===== config.mk =====
export PLATFORM = sky130hd
export DESIGN_NAME = srm_store
export DESIGN_NICKNAME = d
export VERILOG_FILES = /design/src/rtl/core/srm_pkg.sv /design/src/rtl/core/srm_store.sv
export SDC_FILE = /design/constraint.sdc
export NUM_CORES = 2
export LEC_CHECK = 0
export ABC_AREA = 0
export ABC_CLOCK_PERIOD_IN_PS = 12400
export BUFFER_PORTS_ARGS = -buffer_cell sky130_fd_sc_hd__buf_2
export CORE_MARGIN = 2
export CORE_UTILIZATION = 68
export DETAILED_ROUTE_END_ITERATION = 8
export PLACE_DENSITY_LB_ADDON = 0.05
export SYNTH_ARGS = -nofsm -noshare
export SYNTH_HDL_FRONTEND = slang
export SYNTH_SLANG_ARGS = --single-unit

===== constraint.sdc =====
create_clock -name clk -period 12.4 [get_ports clk]
set_clock_uncertainty 0.1 [all_clocks]
set_input_delay 2.48 -clock clk [delete_from_list [all_inputs] [get_ports clk]]
set_output_delay 2.48 -clock clk [all_outputs]
set_load 0.05 [all_outputs]

===== src/rtl/core/srm_pkg.sv =====
// Shared types and constants for the stack with remove-minimum block.
// No dependencies; every other file in rtl/core refers to this package.
package srm_pkg;

  localparam int DEPTH_DEF = 128;
  localparam int VAL_W     = 32;
  localparam int CNT_OUT_W = 8;

  typedef enum logic [1:0] {
    ST_OK    = 2'd0,
    ST_FULL  = 2'd1,
    ST_EMPTY = 2'd2
  } status_t;

  typedef enum logic {
    ACT_PUSH   = 1'b0,
    ACT_REMOVE = 1'b1
  } action_t;

  typedef enum logic [2:0] {
    S_IDLE,
    S_SCAN,
    S_SHIFT_START,
    S_SHIFT,
    S_FINISH
  } state_t;

  typedef struct packed {
    logic [VAL_W-1:0]     removed_value;
    status_t              status;
    logic [CNT_OUT_W-1:0] count;
  } result_t;

endpackage


===== src/rtl/core/srm_store.sv =====
// Entry memory: one write port and one read port with registered read data.
// Depends on srm_pkg for the value width.
module srm_store #(
  parameter int DEPTH = srm_pkg::DEPTH_DEF,
  localparam int AW   = $clog2(DEPTH)
) (
  input  logic                      clk,
  input  logic                      wr_en,
  input  logic [AW-1:0]             wr_addr,
  input  logic [srm_pkg::VAL_W-1:0] wr_data,
  input  logic                      rd_en,
  input  logic [AW-1:0]             rd_addr,
  output logic [srm_pkg::VAL_W-1:0] rd_data
);

  logic [srm_pkg::VAL_W-1:0] mem [DEPTH];
  logic [srm_pkg::VAL_W-1:0] rd_data_r;

  always_ff @(posedge clk) begin
    if (wr_en) begin
      mem[wr_addr] <= wr_data;
    end
  end

  always_ff @(posedge clk) begin
    if (rd_en) begin
      rd_data_r <= mem[rd_addr];
    end
  end

  assign rd_data = rd_data_r;

endmodule


==> impl_metrics.json <==
{
  "status": "completed",
  "wire_per_inst_um": 42.3,
  "die_x_um": 484,
  "syn_avg_cell_area_um2": 26.1,
  "yosysUniqueCellTypes": 16,
  "drive_gt1_frac": 0.350,
  "ctsLongestPathBuffers": 4,
  "hold_buffers": 0,
  "worst_pin_slew_ns": 1.37,
  "hold_slack_ns": 1.11,
  "io_pins": 81,
  "hold_class": "flip-flop to flip-flop",
  "criticalPathCategory": "input port to flip-flop",
  "slowest_delay_ns": 0.68,
  "syn-instance-count": 5990,
  "insertion_delay_ns": 0.98,
  "synth_top_area_share": 0.792,
  "worst_path_max_delay_cell": "buf_4",
  "powerDensity_nw_per_um2": 164,
  "power.total_mw": 28.6,
  "die_h_um": 484,
  "path_clk_slew_ns": 0.06,
  "synth_area_leaders": "edfxtp_1 (79%), mux4_2 (19%), clkbuf_1 (0.44%)",
  "finalHoldViolations": 0,
  "clock.fmax_mhz": 166,
  "cp-end-kind": "flip-flop",
  "rsz0062_at_grt": "false",
  "ys_seq_area_frac": 0.792,
  "fin_util": 0.762,
  "post_cts_resized": 0,
  "crit_chain": "buf_12 -> buf_4 -> buf_4 -> mux4_2 -> mux4_2 -> mux4_2 -> mux2_2",
  "die_area_um2": 234000,
  "overflow": 0,
  "drt-initial-drc-count": 11700,
  "nets": 6416,
  "root_buffer": "clkbuf_16",
  "arrival_ns": 6.65,
  "grt_pass1_wl_um": 572000,
  "timing.final.crit_share": 0.487,
  "cts_tree": "done",
  "h-tree-depth": 5,
  "ant_nets": 0,
  "syn-num-nets": 6039,
  "finalSetupViolations": 0,
  "routed_wl_um": 411000,
  "num_rows": 176,
  "vias_per_cell": 7.37,
  "setup.worst_path.start_class": "input port",
  "syn_area_um2": 157000,
  "p_leak_nw": 53.5,
  "start_util": 0.682,
  "cap_violations": 0,
  "hpwlAfterDp_um": 207000,
  "layout_setup_ws_ns": 6.36,
  "drcViolationCount": 0,
  "fin_crit_ns": 6.04,
  "grt_pass1_vias": 73500,
  "dp_slack_ns": 5.38,
  "seq_area_um2": 124000,
  "multi_input_comb_area_um2": 32300,
  "slew-limit-headroom": 0.0877,
  "yosysTopAreaCell": "edfxtp_1",
  "cts_buffers": 405,
  "yosysWarnings": 0,
  "clock_sinks": 4128,
  "maxSlewViolCount": 0,
  "irDropWorstVdd_uv": 139,
  "finalSetupTns_ns": 0,
  "place_congestion": 0.825,
  "grt_max_degree": 146,
  "firstDrtPassIters": 6,
  "cp_common_cell": "mux4_2",
  "portBuffers": 80,
  "ys_ff_latch": 4128,
  "coreArea_um2": 229000,
  "path_max_fanout": 92,
  "cp.required_ns": 13.02,
  "fillers": 11500,
  "syn_to_final_growth_pct": 11.6,
  "vias": 71700,
  "antenna_found_initial": 49,
  "cts_setup_buffers": 0,
  "grt_usage": 0.360
}
[metal layers]
metal	GRT usage	vias up	wire (µm)
li1	-	27200	-
met1	0.497	38600	139000
met2	0.567	5151	203000
met3	0.0663	811	44800
met4	0.187	12	24800
met5	0	-	119
[area by class of cell]
class                   instances  area share
well taps                    3026      0.0217
multi-input cells            1546       0.185
repair buffers                286      0.0131
diodes                         35    0.000501
flip-flops and latches       4128       0.709
clock buffers                 488      0.0605
clock inverters               216      0.0103
[through the flow]
step	std cells	area (µm²)
after floorplan	5990	157000
after global placement	8986	162000
after detailed placement	8986	162000
after CTS	9690	175000
after global routing	9706	175000
final	9725	175000
[cells in the final DEF, fill, tap and decap left out, types with 30 or more instances in the layout]
master,instances
buf_4,223
bufinv_16,30
nor2_4,119
clkbuf_16,411
clkinv_2,73
mux2_2,32
edfxtp_1,4128
clkbuf_1,77
clkinv_1,93
diode_2,35
mux4_2,1344
buf_2,42
[critical path, delay by kind of cell]
family	cells	cell delay [ns]
mux	4	2.11
buf+inv	3	1.89
[cell families after synthesis]
group | synth area share
buffers and inverters | 0.00837
DFF | 0.792
muxes | 0.196
and+or+nand+nor | 0.00445
[sequential cells by signal (all words and copies together) (netlist names)]
register / flops
mem: 4096
rd_data: 32
[synth_stat cells (all sizes together)]
| cell type | instances |
|---|---|
| edfxtp | 4128 |
| mux4 | 1344 |
| clkbuf | 182 |
| buf | 134 |
| nor2 | 122 |
| mux2 | 32 |
| nand2 | 14 |
| nand3 | 12 |
| nor3 | 9 |
| nor2b | 7 |
| nand4 | 3 |
| nand2b | 2 |
| or3 | 1 |
[report_power, final]
group / internal [mW] / leakage, nW / total (mW) / switching (mW)
Sequential: 15.4 / 37.1 / 15.5 / 0.0594
Clock: 6.65 / 6.07 / 11.6 / 5.00
Combinational: 0.544 / 10.3 / 1.48 / 0.934
[path summary, 6_finish.rpt]
kind	cells past startpoint	start	end	slack (ns)
setup / recovery	7	rd_addr[0]	rd_data[24]	6.36
hold reg to reg	4	mem[76][29]	rd_data[29]	1.11
hold / removal	4	mem[76][29]	rd_data[29]	1.11
setup reg to reg	4	mem[67][2]	rd_data[2]	9.50
(Power assumes the default switching activity.)
