--- src/rtl/core/srm_pkg.sv ---
// Shared types and constants for the stack with remove-minimum block.
// No dependencies; every other file in rtl/core refers to this package.
package srm_pkg;

  localparam int DEPTH_DEF = 128;
  localparam int VAL_W     = 32;
  localparam int CNT_OUT_W = 8;

  typedef enum logic [1:0] {
    ST_OK    = 2'd0,
    ST_FULL  = 2'd1,
    ST_EMPTY = 2'd2
  } status_t;

  typedef enum logic {
    ACT_PUSH   = 1'b0,
    ACT_REMOVE = 1'b1
  } action_t;

  typedef enum logic [2:0] {
    S_IDLE,
    S_SCAN,
    S_SHIFT_START,
    S_SHIFT,
    S_FINISH
  } state_t;

  typedef struct packed {
    logic [VAL_W-1:0]     removed_value;
    status_t              status;
    logic [CNT_OUT_W-1:0] count;
  } result_t;

endpackage

--- src/rtl/core/srm_seq.sv ---
// Sequencer: takes one beat, writes a push, or for a remove scans for the minimum and
// shifts the upper entries down over it. Depends on srm_pkg.
module srm_seq #(
  parameter int DEPTH = srm_pkg::DEPTH_DEF,
  localparam int AW   = $clog2(DEPTH),
  localparam int CW   = $clog2(DEPTH + 1)
) (
  input  logic                      clk,
  input  logic                      rst_n,
  input  logic                      in_valid,
  output logic                      in_ready,
  input  logic                      in_action,
  input  logic [srm_pkg::VAL_W-1:0] in_value,
  input  logic                      res_free,
  output logic                      res_load,
  output srm_pkg::result_t          res,
  output logic                      mem_wr_en,
  output logic [AW-1:0]             mem_wr_addr,
  output logic [srm_pkg::VAL_W-1:0] mem_wr_data,
  output logic                      mem_rd_en,
  output logic [AW-1:0]             mem_rd_addr,
  input  logic [srm_pkg::VAL_W-1:0] mem_rd_data
);

  srm_pkg::state_t           state_r,  state_nxt;
  logic [CW-1:0]             cnt_r,    cnt_nxt;
  srm_pkg::status_t          status_r, status_nxt;
  srm_pkg::action_t          act_r,    act_nxt;
  logic [srm_pkg::VAL_W-1:0] best_r,   best_nxt;
  logic [AW-1:0]             pos_r,    pos_nxt;
  logic [AW-1:0]             idx_r,    idx_nxt;

  logic          accept;
  logic          not_full;
  logic          scan_last;
  logic          take;
  logic          no_shift;
  logic          shift_more;
  logic [CW-1:0] cnt_fin;
  logic [CW+srm_pkg::CNT_OUT_W-1:0] cnt_ext;

  assign accept     = in_valid && (state_r == srm_pkg::S_IDLE);
  assign not_full   = cnt_r < CW'(DEPTH);
  assign scan_last  = CW'(idx_r) == (cnt_r - CW'(1));
  // first entry always loads the running minimum; later ones only if strictly smaller
  assign take       = (idx_r == '0) || ($signed(mem_rd_data) < $signed(best_r));
  assign no_shift   = (CW'(pos_r) + CW'(1)) == cnt_r;
  assign shift_more = ((CW+1)'(idx_r) + (CW+1)'(2)) < (CW+1)'(cnt_r);

  // Next state
  always_comb begin
    state_nxt = state_r;
    unique case (state_r)
      srm_pkg::S_IDLE: begin
        if (accept) begin
          if (in_action == srm_pkg::ACT_REMOVE && cnt_r != '0) begin
            state_nxt = srm_pkg::S_SCAN;
          end else begin
            state_nxt = srm_pkg::S_FINISH;
          end
        end
      end
      srm_pkg::S_SCAN: begin
        if (scan_last) begin
          state_nxt = srm_pkg::S_SHIFT_START;
        end
      end
      srm_pkg::S_SHIFT_START: begin
        state_nxt = no_shift ? srm_pkg::S_FINISH : srm_pkg::S_SHIFT;
      end
      srm_pkg::S_SHIFT: begin
        if (!shift_more) begin
          state_nxt = srm_pkg::S_FINISH;
        end
      end
      srm_pkg::S_FINISH: begin
        if (res_free) begin
          state_nxt = srm_pkg::S_IDLE;
        end
      end
      default: state_nxt = srm_pkg::S_IDLE;
    endcase
  end

  // Count after this item, for the result and the count register
  always_comb begin
    cnt_fin = cnt_r;
    if (status_r == srm_pkg::ST_OK) begin
      cnt_fin = (act_r == srm_pkg::ACT_PUSH) ? cnt_r + CW'(1) : cnt_r - CW'(1);
    end
  end

  // Datapath next values
  always_comb begin
    cnt_nxt    = cnt_r;
    status_nxt = status_r;
    act_nxt    = act_r;
    best_nxt   = best_r;
    pos_nxt    = pos_r;
    idx_nxt    = idx_r;
    unique case (state_r)
      srm_pkg::S_IDLE: begin
        if (accept) begin
          act_nxt = srm_pkg::action_t'(in_action);
          idx_nxt = '0;
          if (in_action == srm_pkg::ACT_PUSH) begin
            status_nxt = not_full ? srm_pkg::ST_OK : srm_pkg::ST_FULL;
          end else begin
            status_nxt = (cnt_r == '0) ? srm_pkg::ST_EMPTY : srm_pkg::ST_OK;
          end
        end
      end
      srm_pkg::S_SCAN: begin
        if (take) begin
          best_nxt = mem_rd_data;
          pos_nxt  = idx_r;
        end
        idx_nxt = idx_r + AW'(1);
      end
      srm_pkg::S_SHIFT_START: begin
        idx_nxt = pos_r;
      end
      srm_pkg::S_SHIFT: begin
        idx_nxt = idx_r + AW'(1);
      end
      srm_pkg::S_FINISH: begin
        if (res_free) begin
          cnt_nxt = cnt_fin;
        end
      end
      default: ;
    endcase
  end

  // Outputs
  always_comb begin
    in_ready    = (state_r == srm_pkg::S_IDLE);
    res_load    = 1'b0;
    mem_wr_en   = 1'b0;
    mem_wr_addr = idx_r;
    mem_wr_data = mem_rd_data;
    mem_rd_en   = 1'b0;
    mem_rd_addr = '0;
    unique case (state_r)
      srm_pkg::S_IDLE: begin
        if (accept && in_action == srm_pkg::ACT_PUSH && not_full) begin
          mem_wr_en   = 1'b1;
          mem_wr_addr = cnt_r[AW-1:0];
          mem_wr_data = in_value;
        end
        // prime the scan with the bottom entry
        mem_rd_en = accept && (in_action == srm_pkg::ACT_REMOVE);
      end
      srm_pkg::S_SCAN: begin
        mem_rd_en   = !scan_last;
        mem_rd_addr = idx_r + AW'(1);
      end
      srm_pkg::S_SHIFT_START: begin
        mem_rd_en   = !no_shift;
        mem_rd_addr = pos_r + AW'(1);
      end
      srm_pkg::S_SHIFT: begin
        // drop entry idx+1 into idx, fetch the next source
        mem_wr_en   = 1'b1;
        mem_rd_en   = shift_more;
        mem_rd_addr = idx_r + AW'(2);
      end
      srm_pkg::S_FINISH: begin
        res_load = res_free;
      end
      default: ;
    endcase
  end

  assign cnt_ext = {{srm_pkg::CNT_OUT_W{1'b0}}, cnt_fin};

  always_comb begin
    res.status        = status_r;
    res.count         = cnt_ext[srm_pkg::CNT_OUT_W-1:0];
    res.removed_value = (status_r == srm_pkg::ST_OK && act_r == srm_pkg::ACT_REMOVE) ?
                        best_r : '0;
  end

  always_ff @(posedge clk) begin
    if (!rst_n) begin
      state_r <= srm_pkg::S_IDLE;
      cnt_r   <= '0;
    end else begin
      state_r <= state_nxt;
      cnt_r   <= cnt_nxt;
    end
  end

  always_ff @(posedge clk) begin
    status_r <= status_nxt;
    act_r    <= act_nxt;
    best_r   <= best_nxt;
    pos_r    <= pos_nxt;
    idx_r    <= idx_nxt;
  end

endmodule
--- config.mk ---
export PLATFORM = sky130hd
export DESIGN_NAME = srm_seq
export DESIGN_NICKNAME = d
export VERILOG_FILES = /design/src/rtl/core/srm_pkg.sv /design/src/rtl/core/srm_seq.sv
export SDC_FILE = /design/constraint.sdc
export NUM_CORES = 1
export LEC_CHECK = 0
export ABC_AREA = 1
export BUFFER_PORTS_ARGS = -buffer_cell sky130_fd_sc_hd__clkbuf_2
export CORE_MARGIN = 8
export CORE_UTILIZATION = 35
export CTS_BUF_LIST = sky130_fd_sc_hd__clkbuf_8 sky130_fd_sc_hd__clkbuf_16
export CTS_CLUSTER_DIAMETER = 120
export DETAILED_ROUTE_END_ITERATION = 10
export GPL_TIMING_DRIVEN = 0
export SLEW_MARGIN = 10
export SYNTH_ARGS = -nofsm -noshare
export SYNTH_HDL_FRONTEND = slang
export SYNTH_SLANG_ARGS = --single-unit
--- constraint.sdc ---
create_clock -name clk -period 3.35 [get_ports clk]
set_clock_uncertainty 0.1 [all_clocks]
set_input_delay 0.1675 -clock clk [delete_from_list [all_inputs] [get_ports clk]]
set_output_delay 0.1675 -clock clk [all_outputs]
set_load 0.005 [all_outputs]
==> Flow_metrics.wiki <==
{| class="wikitable"
! Metric !! Value
|-
| Run status || finished clean
|-
| Power density over the cells || 654.0 nW/um2
|-
| Initial DRC count || 303
|-
| Cell types occupying the most area after synthesis || sky130_fd_sc_hd__edfxtp_1, sky130_fd_sc_hd__nand2_1, sky130_fd_sc_hd__ha_1
|-
| Worst-path fanout max || 8
|-
| Final setup fails || 0
|-
| Syn avg cell area || 6.995 um2
|-
| Highest layer used for signal routing || met4
|-
| Amount of wire on met3 after detailed routing || 1279 um
|-
| Critical path capture point type || primary output
|-
| Net count after synthesis || 811
|-
| CTS root buffer || sky130_fd_sc_hd__clkbuf_16
|-
| Die area || 17940 um2
|-
| Routed Wire Length || 16390 um
|-
| Layout cells sized above 1 || 21.85%
|-
| Initial antenna violation count || 0
|-
| Dpl ws || 0.6168 ns
|-
| IO Port Bufs || 160
|-
| Vias in the first global route || 5143
|-
| Class of the worst hold path || input pin to flop
|-
| Number of instances resized during post-cts repair || 0
|-
| FMAX || 336.9 MHz
|-
| Placer's final routability congestion estimate || 0.9109
|-
| Placed cell count || 1037
|-
| Clock tree from TritonCTS || yes
|-
| Combined area of all synthesized cells || 4868 um2
|-
| Seq. cell area || 1692 um2
|-
| Placed Area || 5922 um2
|-
| Leak || 3.464 nW
|-
| Placed wire-length estimate after detailed placement || 13010 um
|-
| WS Path Type || flop to primary output
|-
| Global-route wire length before repair || 26440 um
|-
| Global-route usage over all layers || 18.36%
|-
| Number of max-capacitance violations reported || 0
|-
| Least setup slack across all paths after layout || 0.3814 ns
|-
| Slew HR || 34.73%
|-
| Final sum of negative setup slack || 0 ns
|-
| Clock insertion delay at the later pin of the skew report || 0.33 ns
|-
| Hold buffer count at cts || 33
|-
| Buffers inserted by post-CTS timing repair || 0
|-
| Warnings from Yosys || 0
|-
| Maximum number of pins on one net before global-route repair || 22
|-
| Number of flops mapped to enable cells by yosys || 49
|-
| Number of vias in the routed layout || 5173
|-
| Post-Syn Instances || 696
|-
| RSZ-0062 raised after global routing || false
|-
| Unique masters post-synth || 38
|-
| Detailed-routing iteration count for the pre-antenna-repair pass || 4
|-
| Wire length on met1 || 7211 um
|-
| Maximum level of the CTS H-tree || 3
|-
| Area of combinational cells with multiple inputs || 2710 um2
|-
| Die Span Y || 133.9 um
|-
| Met2 routed WL || 7722 um
|-
| Sequential share of the synthesized area || 34.75%
|-
| Residual antenna-violating net count after detailed routing || 0
|-
| Flop and latch count out of synthesis || 60
|-
| Final Max Tran Viols || 0
|-
| Number of nets in the layout || 1016
|-
| FILL cells || 1384
|-
| Antenna diodes || 0
|-
| Site Rows || 43
|-
| Maximum vdd drop || 0.0003631 V
|-
| Worst-path clk slew || 0.06 ns
|-
| Number of buffers created by CTS || 9
|-
| Critical path data required time || 3.08 ns
|-
| Via/cell ratio || 4.763
|-
| Initial cell density of the core || 35.49%
|-
| Maximum count of clock buffers along a single path || 2
|-
| Cell area after layout || 6559 um2
|-
| Floorplan Core Area || 13720 um2
|-
| Top_reg_cell synth || sky130_fd_sc_hd__edfxtp_1
|-
| Count of boundary I/O pins || 161
|-
| Wire length per cell || 15.09 um
|-
| Critical Path Source Type || flop
|-
| Grt ovf || 0
|-
| Chip Width || 133.9 um
|-
| Share of the synthesized area in the top cell type || 30.22%
|-
| CTS Sinks || 60
|-
| Share of the clock period used by the worst path || 88.61%
|-
| Final instance count without filler cells || 1086
|-
| Drc violations || 0
|-
| Async SR Flop Fraction || 0%
|-
| Worst-margin pin slew || 0.9716 ns
|-
| Growth of design area from synthesis to finish || 34.72%
|-
| Commonest cells in the netlist || sky130_fd_sc_hd__nand2_1, sky130_fd_sc_hd__inv_1, sky130_fd_sc_hd__nor2_1
|-
| Most frequent cell after synthesis || sky130_fd_sc_hd__nand2_1
|-
| Shortest period the worst path allows || 2.969 ns
|-
| Hold Fails Final Rpt || 0
|-
| Biggest area consumer among synthesized cells || sky130_fd_sc_hd__edfxtp_1
|-
| Crit path arrival time || 2.70 ns
|}
[critical path, cell delays in order, from the launching register on]
cell and delay (ns):
sky130_fd_sc_hd__edfxtp_1 0.56, sky130_fd_sc_hd__ha_1 0.27, sky130_fd_sc_hd__nand2_1 0.10, sky130_fd_sc_hd__nor2_1 0.14
sky130_fd_sc_hd__nand2_1 0.10, sky130_fd_sc_hd__nand2_1 0.08, sky130_fd_sc_hd__inv_1 0.06, sky130_fd_sc_hd__ha_1 0.29
sky130_fd_sc_hd__a21oi_1 0.13, sky130_fd_sc_hd__nand3b_1 0.12, sky130_fd_sc_hd__nand4_1 0.16, sky130_fd_sc_hd__nand4_1 0.22
sky130_fd_sc_hd__clkbuf_2 0.15
[layout make-up]
| type | count | share of cell area [%] |
|---|---|---|
| Buffer | 18 | 1.450 |
| Clock buffer | 9 | 3.434 |
| Clock inverter | 7 | 1.240 |
| Inverter | 99 | 5.666 |
| Multi-Input combinational cell | 519 | 41.32 |
| Sequential cell | 60 | 25.79 |
| Tap cell | 180 | 3.434 |
| Timing Repair Buffer | 194 | 17.66 |
[placed cells by master (no fill, tap or decap), drive strengths merged, types with 2 or more instances in the layout]
master / count
a21oi: 36
a22oi: 2
buf: 11
bufinv: 2
clkbuf: 177
clkinv: 8
dfxtp: 11
dlygate4sd3: 33
edfxtp: 49
ha: 46
inv: 96
nand2: 233
nand3: 34
nand3b: 3
nand4: 13
nor2: 79
nor3: 7
o211ai: 2
o21ai: 36
o221ai: 6
o22ai: 5
xor2: 7
[power by group]
part	leakage [nW]	total [mW]	internal (mW)	switching [mW]
logic	2.77	2.14	0.814	1.33
registers	0.542	1.16	0.988	0.170
clock network	0.152	0.988	0.641	0.348
[cell families (layout without fill, tap and decap cells)]
family | after synthesis | after routing | synth area share [%]
simple gates | 371 | 371 | 31.51
buf+inv | 117 | 327 | 9.586
compound gates | 94 | 94 | 10.90
flops | 60 | 60 | 34.75
fa+ha+maj | 46 | 46 | 11.82
xor+xnor | 8 | 8 | 1.439
[routing by layer]
layer | up-vias | track usage [%]
met3 | 12 | 4.413
met1 | 2287 | 22.60
met4 | 0 | 4.242
li1 | 2694 | -
met2 | 180 | 31.64
met5 | - | 0
[flip-flops by register name, summed over array words and instances, names as in the netlist]
signal,count
best_r,32
cnt_r,8
idx_r,7
pos_r,7
state_r,3
status_r,2
act_r,1
[metrics by stage]
stage | power [mW] | hold slack [ns] | utilization, %
2_1_floorplan | 2.453 | 0.1664 | -
3_3_place_gp | 3.268 | 0.2845 | 42.96
3_5_place_dp | 3.286 | 0.2844 | 43.16
4_1_cts | 4.323 | 0.007983 | 47.81
5_1_grt | 4.672 | 0.004410 | 47.81
6_report | 4.290 | 0.01501 | 47.81
[worst paths after layout]
kind,start,end,slack [ns],cells after the start
min,mem_rd_data[20],best_r[20],0.02,1
max reg2reg,best_r[31],pos_r[0],0.65,13
max,idx_r[1],mem_rd_en,0.38,12
min reg2reg,cnt_r[5],cnt_r[5],0.50,3
(Power assumes the default switching activity.)
